<file path="config.mk">
export PLATFORM = sky130hd
export DESIGN_NAME = dda_line_rasterizer_core
export DESIGN_NICKNAME = d
export VERILOG_FILES = /design/src/sv/dlr_pkg.sv /design/src/sv/dlr_ctrl.sv /design/src/sv/dlr_datapath.sv /design/src/sv/dda_line_rasterizer_core.sv
export VERILOG_INCLUDE_DIRS = /design/src /design/src/sv
export SDC_FILE = /design/constraint.sdc
export NUM_CORES = 1
export LEC_CHECK = 0
export BUFFER_PORTS_ARGS = -buffer_cell sky130_fd_sc_hd__buf_2
export CORE_MARGIN = 3
export CORE_UTILIZATION = 50
export CTS_CLUSTER_DIAMETER = 30
export DETAILED_ROUTE_END_ITERATION = 12
export PLACE_DENSITY = 0.74
export SLEW_MARGIN = 10
export SYNTH_ARGS = -nofsm -noshare
export SYNTH_HDL_FRONTEND = slang
export SYNTH_HIERARCHICAL = 1
export SYNTH_SLANG_ARGS = --single-unit
</file>
<file path="constraint.sdc">
create_clock -name clk -period 3.7 [get_ports clk]
set_input_delay 0.185 -clock clk [delete_from_list [all_inputs] [get_ports clk]]
set_output_delay 0.185 -clock clk [all_outputs]
set_load 0.1 [all_outputs]
</file>
<file path="src/sv/dda_line_rasterizer_core_assert.svh">
// ----------------------------------------------------------------------------
// dda_line_rasterizer_core_assert.svh
// Assertion macros shared by the line rasterizer RTL.
// The macros expect signals named clk and rst_n in the enclosing module.
// ----------------------------------------------------------------------------
`ifndef DDA_LINE_RASTERIZER_CORE_ASSERT_SVH
`define DDA_LINE_RASTERIZER_CORE_ASSERT_SVH

// Same-cycle implication, disabled while reset is asserted.
`define DLR_ASSERT_NOW(lbl, ante, cons, msg) \
    lbl: assert property (@(posedge clk) disable iff (!rst_n) (ante) |-> (cons)) \
        else $error(msg);

// Next-cycle implication, disabled while reset is asserted.
`define DLR_ASSERT_NEXT(lbl, ante, cons, msg) \
    lbl: assert property (@(posedge clk) disable iff (!rst_n) (ante) |=> (cons)) \
        else $error(msg);

`endif

</file>
<file path="src/sv/dlr_pkg.sv">
// ----------------------------------------------------------------------------
// dlr_pkg
// Shared types and constants of the DDA line rasterizer.
// ----------------------------------------------------------------------------
`default_nettype none

package dlr_pkg;

    // Fixed port widths.
    localparam int FIELD_W    = 6;
    localparam int COLOR_W    = 24;
    localparam int APB_DATA_W = 32;
    localparam int APB_ADDR_W = 2;

    // Controller states.
    typedef enum logic [0:0] {
        ST_IDLE = 1'b0,
        ST_RUN  = 1'b1
    } dlr_state_t;

    // Commands from the controller to the datapath.
    typedef struct packed {
        logic load;     // latch a new line and clear the stepper
        logic emit;     // write one result into the output register
    } dlr_cmd_t;

    // Status from the datapath to the controller.
    typedef struct packed {
        logic out_free;     // output register can take a result this cycle
        logic final_step;   // the next result is the last one of the line
    } dlr_status_t;

endpackage

`default_nettype wire

</file>
<file path="src/sv/dlr_ctrl.sv">
// ----------------------------------------------------------------------------
// dlr_ctrl
// Sequencer for the line rasterizer: accepts a request, then steps the
// datapath once per free output slot until the final result is written.
// ----------------------------------------------------------------------------
`default_nettype none

module dlr_ctrl (
    input  wire logic                clk,
    input  wire logic                rst_n,
    input  wire logic                in_valid,
    output logic                     in_ready,
    input  wire dlr_pkg::dlr_status_t status,
    output dlr_pkg::dlr_cmd_t        cmd
);
    import dlr_pkg::*;

    dlr_state_t state_reg;
    dlr_state_t state_next;

    always_ff @(posedge clk or negedge rst_n)
    begin
        if (!rst_n)
        begin
            state_reg <= ST_IDLE;
        end
        else
        begin
            state_reg <= state_next;
        end
    end

    always_comb
    begin
        state_next = state_reg;
        in_ready   = 1'b0;
        cmd        = '0;
        unique case (state_reg)
            ST_IDLE:
            begin
                in_ready = 1'b1;
                if (in_valid)
                begin
                    cmd.load   = 1'b1;
                    state_next = ST_RUN;
                end
            end
            ST_RUN:
            begin
                if (status.out_free)
                begin
                    cmd.emit = 1'b1;
                    if (status.final_step)
                    begin
                        state_next = ST_IDLE;
                    end
                end
            end
            default:
            begin
                state_next = ST_IDLE;
            end
        endcase
    end

endmodule

`default_nettype wire

</file>
<file path="src/sv/dlr_datapath.sv">
// ----------------------------------------------------------------------------
// dlr_datapath
// Line setup, DDA stepper and output register of the line rasterizer.
// ----------------------------------------------------------------------------
`default_nettype none

module dlr_datapath #(
    parameter int COORD_BITS = 6
) (
    input  wire logic                          clk,
    input  wire logic                          rst_n,
    input  wire dlr_pkg::dlr_cmd_t             cmd,
    output dlr_pkg::dlr_status_t               status,
    input  wire logic [dlr_pkg::FIELD_W-1:0]   start_x,
    input  wire logic [dlr_pkg::FIELD_W-1:0]   start_y,
    input  wire logic [dlr_pkg::FIELD_W-1:0]   end_x,
    input  wire logic [dlr_pkg::FIELD_W-1:0]   end_y,
    input  wire logic [dlr_pkg::COLOR_W-1:0]   pen_color,
    input  wire logic                          out_ready,
    output logic                               out_valid,
    output logic                               pixel_valid,
    output logic [dlr_pkg::FIELD_W-1:0]        pixel_x,
    output logic [dlr_pkg::FIELD_W-1:0]        pixel_y,
    output logic [dlr_pkg::COLOR_W-1:0]        pixel_color,
    output logic                               last,
    output logic [dlr_pkg::FIELD_W-1:0]        rect_x,
    output logic [dlr_pkg::FIELD_W-1:0]        rect_y,
    output logic [dlr_pkg::FIELD_W-1:0]        rect_w,
    output logic [dlr_pkg::FIELD_W-1:0]        rect_h
);
    import dlr_pkg::*;

    localparam int CB = COORD_BITS;
    localparam int AW = COORD_BITS + 1;

    // Setup of the incoming line.
    logic [CB-1:0] sx, sy, ex, ey;
    logic          mirx_in, miry_in;

    // Latched line description.
    logic [CB-1:0] ox_reg, oy_reg, xl_reg, yl_reg;
    logic          mirx_reg, miry_reg, xmaj_reg;

    // Stepper.
    logic [CB-1:0] step_reg, step_next;
    logic [CB-1:0] minor_pos_reg, minor_pos_next;
    logic [AW-1:0] acc_reg, acc_next, acc_sum;

    // Output register.
    logic                out_valid_reg;
    logic                pixel_valid_reg;
    logic [FIELD_W-1:0]  pixel_x_reg, pixel_y_reg;
    logic [COLOR_W-1:0]  pixel_color_reg;
    logic                last_reg;
    logic [FIELD_W-1:0]  rect_x_reg, rect_y_reg, rect_w_reg, rect_h_reg;

    logic [CB-1:0] major, minor;
    logic [CB-1:0] off_x, off_y, px, py, rw, rh;
    logic          zero_len, last_step, final_step;

    assign sx      = start_x[CB-1:0];
    assign sy      = start_y[CB-1:0];
    assign ex      = end_x[CB-1:0];
    assign ey      = end_y[CB-1:0];
    assign mirx_in = ex < sx;
    assign miry_in = ey < sy;

    assign major = xmaj_reg ? xl_reg : yl_reg;
    assign minor = xmaj_reg ? yl_reg : xl_reg;

    assign zero_len   = major == '0;
    assign last_step  = step_reg == (major - CB'(1));
    assign final_step = zero_len || last_step;

    // The major axis follows the step counter, the minor axis the DDA position.
    assign off_x = xmaj_reg ? step_reg : minor_pos_reg;
    assign off_y = xmaj_reg ? minor_pos_reg : step_reg;
    assign px    = ox_reg + (mirx_reg ? (xl_reg - CB'(1) - off_x) : off_x);
    assign py    = oy_reg + (miry_reg ? (yl_reg - CB'(1) - off_y) : off_y);
    assign rw    = (xl_reg == '0) ? CB'(1) : xl_reg;
    assign rh    = (yl_reg == '0) ? CB'(1) : yl_reg;

    // Remainder stays below major, so one conditional subtract suffices.
    assign acc_sum = acc_reg + AW'(minor);

    always_comb
    begin
        step_next      = step_reg + CB'(1);
        acc_next       = acc_sum;
        minor_pos_next = minor_pos_reg;
        if (acc_sum >= AW'(major))
        begin
            acc_next       = acc_sum - AW'(major);
            minor_pos_next = minor_pos_reg + CB'(1);
        end
    end

    // Line registers and stepper.
    always_ff @(posedge clk or negedge rst_n)
    begin
        if (!rst_n)
        begin
            step_reg      <= '0;
            minor_pos_reg <= '0;
            acc_reg       <= '0;
        end
        else if (cmd.load)
        begin
            step_reg      <= '0;
            minor_pos_reg <= '0;
            acc_reg       <= '0;
        end
        else if (cmd.emit)
        begin
            step_reg      <= step_next;
            minor_pos_reg <= minor_pos_next;
            acc_reg       <= acc_next;
        end
    end

    always_ff @(posedge clk)
    begin
        if (cmd.load)
        begin
            mirx_reg <= mirx_in;
            miry_reg <= miry_in;
            ox_reg   <= mirx_in ? ex : sx;
            oy_reg   <= miry_in ? ey : sy;
            xl_reg   <= mirx_in ? (sx - ex) : (ex - sx);
            yl_reg   <= miry_in ? (sy - ey) : (ey - sy);
            // Equal spans take x as the major axis.
            xmaj_reg <= (mirx_in ? (sx - ex) : (ex - sx)) >=
                        (miry_in ? (sy - ey) : (ey - sy));
        end
    end

    // Output register valid.
    always_ff @(posedge clk or negedge rst_n)
    begin
        if (!rst_n)
        begin
            out_valid_reg <= 1'b0;
        end
        else if (cmd.emit)
        begin
            out_valid_reg <= 1'b1;
        end
        else if (out_ready)
        begin
            out_valid_reg <= 1'b0;
        end
    end

    // Output register payload.
    always_ff @(posedge clk)
    begin
        if (cmd.emit)
        begin
            pixel_valid_reg <= !zero_len;
            pixel_x_reg     <= zero_len ? '0 : FIELD_W'(px);
            pixel_y_reg     <= zero_len ? '0 : FIELD_W'(py);
            pixel_color_reg <= zero_len ? '0 : pen_color;
            last_reg        <= final_step;
            rect_x_reg      <= final_step ? FIELD_W'(ox_reg) : '0;
            rect_y_reg      <= final_step ? FIELD_W'(oy_reg) : '0;
            rect_w_reg      <= final_step ? FIELD_W'(rw) : '0;
            rect_h_reg      <= final_step ? FIELD_W'(rh) : '0;
        end
    end

    assign status.out_free   = !out_valid_reg || out_ready;
    assign status.final_step = final_step;

    assign out_valid   = out_valid_reg;
    assign pixel_valid = pixel_valid_reg;
    assign pixel_x     = pixel_x_reg;
    assign pixel_y     = pixel_y_reg;
    assign pixel_color = pixel_color_reg;
    assign last        = last_reg;
    assign rect_x      = rect_x_reg;
    assign rect_y      = rect_y_reg;
    assign rect_w      = rect_w_reg;
    assign rect_h      = rect_h_reg;

endmodule

`default_nettype wire

</file>
<file path="src/sv/dda_line_rasterizer_core.sv">
// ----------------------------------------------------------------------------
// dda_line_rasterizer_core: a line of major span N (N >= 1) gives N results;
// the first is registered by the first emit after the request is accepted,
// once the sequencer finds the output register free.
// Reset clears the sequencer, the stepper, output valid and pen_color.
// ----------------------------------------------------------------------------
`default_nettype none

`include "dda_line_rasterizer_core_assert.svh"

// The block rasterizes one line segment per request. On acceptance the
// datapath latches the bounding box origin, the two spans, the mirror flags
// and the major axis. The controller then issues one emit per cycle in which
// the output register is free; each emit writes one pixel and advances an
// exact integer DDA (remainder accumulator plus minor position), so the minor
// coordinate equals floor(i*minor/major). The final result also carries the
// change rectangle. A zero-length line produces one result without a pixel.
// The pacing is set by the single stepper, one pixel per cycle while the
// output register is free. A new request is taken as soon as the final
// result sits in the output register, while it still waits for the consumer.
module dda_line_rasterizer_core #(
    parameter int COORD_BITS = 6
) (
    input  wire logic                             clk,
    input  wire logic                             rst_n,
    // Request channel.
    input  wire logic                             in_valid,
    output logic                                  in_ready,
    input  wire logic [dlr_pkg::FIELD_W-1:0]      start_x,
    input  wire logic [dlr_pkg::FIELD_W-1:0]      start_y,
    input  wire logic [dlr_pkg::FIELD_W-1:0]      end_x,
    input  wire logic [dlr_pkg::FIELD_W-1:0]      end_y,
    // Result channel.
    output logic                                  out_valid,
    input  wire logic                             out_ready,
    output logic                                  pixel_valid,
    output logic [dlr_pkg::FIELD_W-1:0]           pixel_x,
    output logic [dlr_pkg::FIELD_W-1:0]           pixel_y,
    output logic [dlr_pkg::COLOR_W-1:0]           pixel_color,
    output logic                                  last,
    output logic [dlr_pkg::FIELD_W-1:0]           rect_x,
    output logic [dlr_pkg::FIELD_W-1:0]           rect_y,
    output logic [dlr_pkg::FIELD_W-1:0]           rect_w,
    output logic [dlr_pkg::FIELD_W-1:0]           rect_h,
    // Configuration port.
    input  wire logic                             psel,
    input  wire logic                             penable,
    input  wire logic                             pwrite,
    input  wire logic [dlr_pkg::APB_ADDR_W-1:0]   paddr,
    input  wire logic [dlr_pkg::APB_DATA_W-1:0]   pwdata,
    output logic [dlr_pkg::APB_DATA_W-1:0]        prdata,
    output logic                                  pready
);
    import dlr_pkg::*;

    dlr_cmd_t           cmd;
    dlr_status_t        status;
    logic [COLOR_W-1:0] pen_color_reg;
    logic               cfg_write;
    logic [APB_ADDR_W-1:0] paddr_unused;

    // Only one register exists, so the address carries just the byte offset
    // within it and every write lands on pen_color.
    assign paddr_unused = paddr;
    assign cfg_write    = psel && penable && pwrite;
    assign pready       = 1'b1;
    assign prdata       = APB_DATA_W'(pen_color_reg);

    always_ff @(posedge clk or negedge rst_n)
    begin
        if (!rst_n)
        begin
            pen_color_reg <= '0;
        end
        else if (cfg_write)
        begin
            pen_color_reg <= pwdata[COLOR_W-1:0];
        end
    end

    dlr_ctrl u_ctrl (
        .clk      (clk),
        .rst_n    (rst_n),
        .in_valid (in_valid),
        .in_ready (in_ready),
        .status   (status),
        .cmd      (cmd)
    );

    dlr_datapath #(
        .COORD_BITS (COORD_BITS)
    ) u_datapath (
        .clk         (clk),
        .rst_n       (rst_n),
        .cmd         (cmd),
        .status      (status),
        .start_x     (start_x),
        .start_y     (start_y),
        .end_x       (end_x),
        .end_y       (end_y),
        .pen_color   (pen_color_reg),
        .out_ready   (out_ready),
        .out_valid   (out_valid),
        .pixel_valid (pixel_valid),
        .pixel_x     (pixel_x),
        .pixel_y     (pixel_y),
        .pixel_color (pixel_color),
        .last        (last),
        .rect_x      (rect_x),
        .rect_y      (rect_y),
        .rect_w      (rect_w),
        .rect_h      (rect_h)
    );

    // An accepted request leaves the block busy in the following cycle.
    `DLR_ASSERT_NEXT(a_busy_after_req, in_valid && in_ready, !in_ready, "ready after request")
    // A result without a pixel only comes from a zero-length line, which ends it.
    `DLR_ASSERT_NOW(a_nopix_is_last, out_valid && !pixel_valid, last, "pixel-less result not last")
    // The change rectangle of a zero-length line is a single point.
    `DLR_ASSERT_NOW(a_nopix_rect, out_valid && !pixel_valid,
        (rect_w == FIELD_W'(1)) && (rect_h == FIELD_W'(1)), "zero-length rectangle wrong")
    // The final result always carries a rectangle of nonzero size.
    `DLR_ASSERT_NOW(a_last_rect, out_valid && last,
        (rect_w != '0) && (rect_h != '0), "empty change rectangle")
    // Results before the final one carry no rectangle.
    `DLR_ASSERT_NOW(a_mid_rect, out_valid && !last,
        (rect_w == '0) && (rect_h == '0) && pixel_valid, "rectangle on inner result")

endmodule

`default_nettype wire

</file>
# Word level (Yosys, flattened, before mapping)
# Index checks and enable logic that the tools add are counted.
[totals] register_bits=134 wordCells=91
[classes] addsub=15 order_cmp=4 n_eq_ne=1 n_mux=30 bitwise_logic=2 n_reduce_logical=15
[ops] op="$mux W6" n=15
[ops] op="$sub A6 B6 Y6" n=6
[ops] op="$mux W7" n=3
[ops] op="$logic_not A6 Y1" n=3
[ops] op="$sub A6 B1 Y6 const B" n=3
[ops] op="$add A6 B1 Y6 const B" n=2
[ops] op="$add A6 B6 Y6" n=2
[ops] op="$lt A6 B6 Y1" n=2
[ops] op="$mux W1" n=11
[ops] op="$add A7 B6 Y7" n=1
[ops] op="$ge A7 B6 Y1" n=1
[ops] op="$sub A7 B6 Y7" n=1
[ops] op="$eq A6 B6 Y1" n=1
[ops] op="$ge A6 B6 Y1" n=1
[ops] op="$reduce_bool A2 Y1" n=3
[ops] op="$reduce_or A2 Y1" n=2
[ops] op="$logic_and A1 B1 Y1" n=2
[ops] op="$logic_not A1 Y1" n=2
[ops] op="$logic_or A1 B1 Y1" n=2
[ops] op="$not A1 Y1" n=2
[ops] op="$pmux W1 S2" n=1
[ops] op="$reduce_and A2 Y1" n=1

# Logic depth before layout (Yosys ltp)
[logic_depth] depth_word=7 mapped_depth=18

# Hierarchy
# The synthesis kept the hierarchy.
[by_module_without_submodules] module="dlr_datapath" instances=1 cells_each=670 area_each_um2=7199.4
[by_module_without_submodules] module="dda_line_rasterizer_core" instances=1 cells_each=62 area_each_um2=1061.0
[by_module_without_submodules] module="dlr_ctrl" instances=1 cells_each=6 area_each_um2=58.8

# Worst setup path after synthesis
# No wires, ideal clock.
[synth_path] kind="register to register" from="register u_datapath.xmaj_reg" to="register u_datapath.minor_pos_reg[3]" setup_time_ns=0.125 arrival_ns=3.920 required_ns=3.575 path_slack_ns=-0.345 path_stages_with_launch=17 n_path_buf=4 synth_period_minus_slack_ns=4.045 path_cell_list="edfxtp_1 buf_2 buf_2 buf_2 mux2_2 ha_1 and2_1 a311o_2 a21oi_1 xnor2_1 inv_1 ha_1 o21ai_0 o21a_1 buf_6 a21oi_1 mux2_2"
[synth_via] elab_chain_cells=5
[synth_rtl] item="start: declaration" line_no="dlr_datapath.sv:42" source="logic mirx_reg, miry_reg, xmaj_reg;"
[synth_rtl] item="start signal: assignment" line_no="dlr_datapath.sv:132" source="xmaj_reg <= (mirx_in ? (sx - ex) : (ex - sx)) >="
[synth_rtl] item="$mux W6" line_no="dlr_datapath.sv:69" source="assign minor = xmaj_reg ? yl_reg : xl_reg;"
[synth_rtl] item="$add A7 B6 Y7" line_no="dlr_datapath.sv:84" source="assign acc_sum = acc_reg + AW'(minor);"
[synth_rtl] item="$ge A7 B6 Y1 *" line_no="dlr_datapath.sv:91" source="if (acc_sum >= AW'(major))"
[synth_rtl] item="$reduce_bool A2 Y1 (no line) *"
[synth_rtl] item="$reduce_and A2 Y1 (no line) *"
[synth_rtl] item="end signal: assignment" line_no="dlr_datapath.sv:116" source="minor_pos_reg <= minor_pos_next;"
[synth_rtl] item="end: declaration" line_no="dlr_datapath.sv:46" source="logic [CB-1:0] minor_pos_reg, minor_pos_next;"
# Mark *: on every way between the ends. The rest lies on a longest branch, timed or not.
# A chain may end at the register's enable or synchronous reset.

# Worst setup path in the final report
[layout_path] from="register u_datapath.xmaj_reg" to="register u_datapath.minor_pos_reg[4]"
# The elaborated chain is that of the path after synthesis.

==> results.tsv <==
metric	value	unit
status	complete, no violations	
DP Wirelength	13.8	mm
maxcap violations	0	
startpoint types	flop	
area fraction of the dominant cell type after synthesis	0.321	
initial antenna violation count	1	
worst stage delay on the critical path	570	ps
setup TNS	0	ps
post-synthesis cell count	738	
Req. time, crit path	3990	ps
Area contributors post-synth	edfxtp_1 (32%), dfrtp_1 (14%), ha_1 (9.5%), mux2i_1 (3.7%), mux2_4 (3.6%)	
crit path DAT	3880	ps
Worst Path Max Fanout	7	
Slew @ Worst Pin	1060	ps
total CTS buffers	17	
Core Region	16100	um^2
Via density	5.30	
Skew-Pair Late Insertion Delay	420	ps
die area	18200	um^2
Worst-path clk slew	60	ps
skew final	15.4	ps
number of global-route vias before repair	6037	
critical path's slowest cell	edfxtp_1	
WL/cell	16.7	um
post-route ant nets	0	
Slew Viols, Final	0	
Vias	6073	
Max-Slew Margin vs Limit	0.291	
Synth area leader	edfxtp_1	
Ys Warns	6	
first-pass GRT wire length	30.5	mm
Tot GR Track Use	0.212	
Util after Layout	0.635	
Root Buffer	clkbuf_16	
Seq/Total Area, Yosys	0.457	
maximum clock path buffer count	2	
# diodes	0	
routed wire length	19.1	mm
Setup crit end kind	flop	
area delta synth->final	22.6	%
min-delay worst type	in2reg	
LEAKAGE	4.70	nW
die height	135	um
I/O pin count	162	
H-tree Lvls	4	
cell area after synthesis	8320	um^2
Overall Power	8.79	mW
Netlist cell types	64	
FF+latch count, synth	134	
kind of critical path	reg2reg	
CTS tree	yes	
drt drc	0	
fin crit period	3590	ps
Pre-Repair DR Iteration Count	7	
ys flop type	edfxtp_1	
DIE WIDTH	135	um
Setup Viol. Count Final	0	
num rows	46	
Max VDD drop	566	uV
final hold viol count	0	
clk sink count	134	
Avg Cell Area, Syn	11.3	um^2
fmax	279	MHz
initial core utilization	0.518	
EDFF count, synth	89	
Cell Chain, Critical Path	mux2i_2, inv_1, ha_1, a21o_1, a311o_2, a21oi_2, xnor2_2, inv_1, ha_1, o21ai_0, o21a_1, buf_4, a21oi_2, mux2_2	
P per Cell Area	861	nW/um^2
async set or reset register ratio after synthesis	0.336	
IO Port Bufs	142	
nets@finish	1056	
fin crit share	0.969	
total global routing overflow	0	
fraction of layout cells with a size suffix above 1	0.287	
largest net degree at the start of global routing	48	
Initial DRC Count	341	
gpl congestion	0.888	
kinds of logic after synthesis:
kind of cell | count (synthesis) | synth area share
buffers and inverters | 94 | 0.0517
adder cells (fa/ha/maj) | 73 | 0.119
multiplexers | 66 | 0.0940
flip-flops | 134 | 0.457
XOR/XNOR | 41 | 0.0432
other | 2 | 0.000903
AO/OA/AOI/OAI | 123 | 0.102
AND/OR/NAND/NOR | 205 | 0.132
placed cells by master, fill, tap and decap left out, types with 9 or more instances in the layout:
master         instances
buf_4                 31
dlygate4sd3_1         18
edfxtp_1              89
mux2_4                20
nand2_1               35
mux2i_1               30
xor2_1                16
clkbuf_16             20
o21ai_0               30
nor2_1                47
fa_1                   9
a21o_1                17
mux2_2                14
nor2b_1               37
and2_1                30
nand2b_1              10
buf_2                142
inv_1                 56
xnor2_1               24
ha_1                  62
a21oi_1               28
nor3_1                12
dfrtp_1               45
conb_1                 9
power by group:
part	total (mW)	internal [mW]	switching (mW)
clock network	1.69	1.06	0.626
logic	4.78	1.49	3.29
registers	2.32	2.07	0.250
total	8.79	4.62	4.16
metal layers:
layer  global-route usage  part of all wire  routed length [um]
met1                0.270              0.43                8270
met2                0.359              0.48                9110
met3               0.0440             0.071                1360
met4               0.0750             0.021                 398
met5                    0                 0                   0
repair_timing:
action                     CTS  global route
gates resized for setup      0            12
buffers inserted             0             5
setup endpoints to repair    0            10
hold buffers                18             0
hold endpoints to repair    27             0
worst max-delay path, delay by kind of cell, from the launching register on:
kind	cells	cell delay (ps)
AO/OA/AOI/OAI	6	1250
multiplexers	2	640
flip-flops	1	570
adder cells (fa/ha/maj)	2	560
buffers and inverters	3	300
XOR/XNOR	1	140
cell usage after synthesis (8+ instances only):
library cell	n
fa_1	10
ha_1	63
o21ai_0	30
and2_1	30
mux2_2	14
mux2_4	20
nor3_1	13
xnor2_1	25
edfxtp_1	89
clkbuf_1	16
nand2b_1	10
buf_4	10
xor2_1	16
inv_1	56
nor2b_1	37
buf_2	8
a21oi_1	32
nand4_1	8
dfrtp_1	45
nor2_1	47
nand2_1	35
mux2i_1	31
a21o_1	17
a211oi_1	8
final cells by class:
| class | instances | area, um^2 |
|---|---|---|
| fill | 1245 | 5850 |
| clock buffer | 22 | 518 |
| clock inverter | 9 | 86.3 |
| multi-input combinational | 517 | 4180 |
| timing repair buffer | 192 | 1140 |
| tap | 216 | 270 |
| inverter | 56 | 210 |
| sequential | 134 | 3800 |
per-stage QoR:
step,instances,hold WS (ps),setup slack (ps),area [um^2]
2_1_floorplan,745,-111,5.69,8380
3_3_place_gp,1092,417,197,9330
3_5_place_dp,1092,420,155,9330
4_1_cts,1141,3.82,110,10100
5_1_grt,1146,7.44,-8.88,10200
6_report,1146,18.0,114,10200
worst paths after layout:
path	start	end	slack, ps	cells past startpoint
setup reg to reg	u_datapath/xmaj_reg$_DFFE_PP_	u_datapath/minor_pos_reg[4]$_DFFE_PN0P_	110	14
max in group asynchronous	rst_n	u_datapath/minor_pos_reg[5]$_DFFE_PN0P_	2520	2
setup / recovery	u_datapath/xmaj_reg$_DFFE_PP_	u_datapath/minor_pos_reg[4]$_DFFE_PN0P_	110	14
hold reg to reg	pen_color_reg[4]$_DFFE_PN0P_	pen_color_reg[4]$_DFFE_PN0P_	520	1
min in group asynchronous	rst_n	pen_color_reg[1]$_DFFE_PN0P_	510	2
hold / removal	pwdata[14]	pen_color_reg[14]$_DFFE_PN0P_	20	2
(Power assumes the default switching activity.)
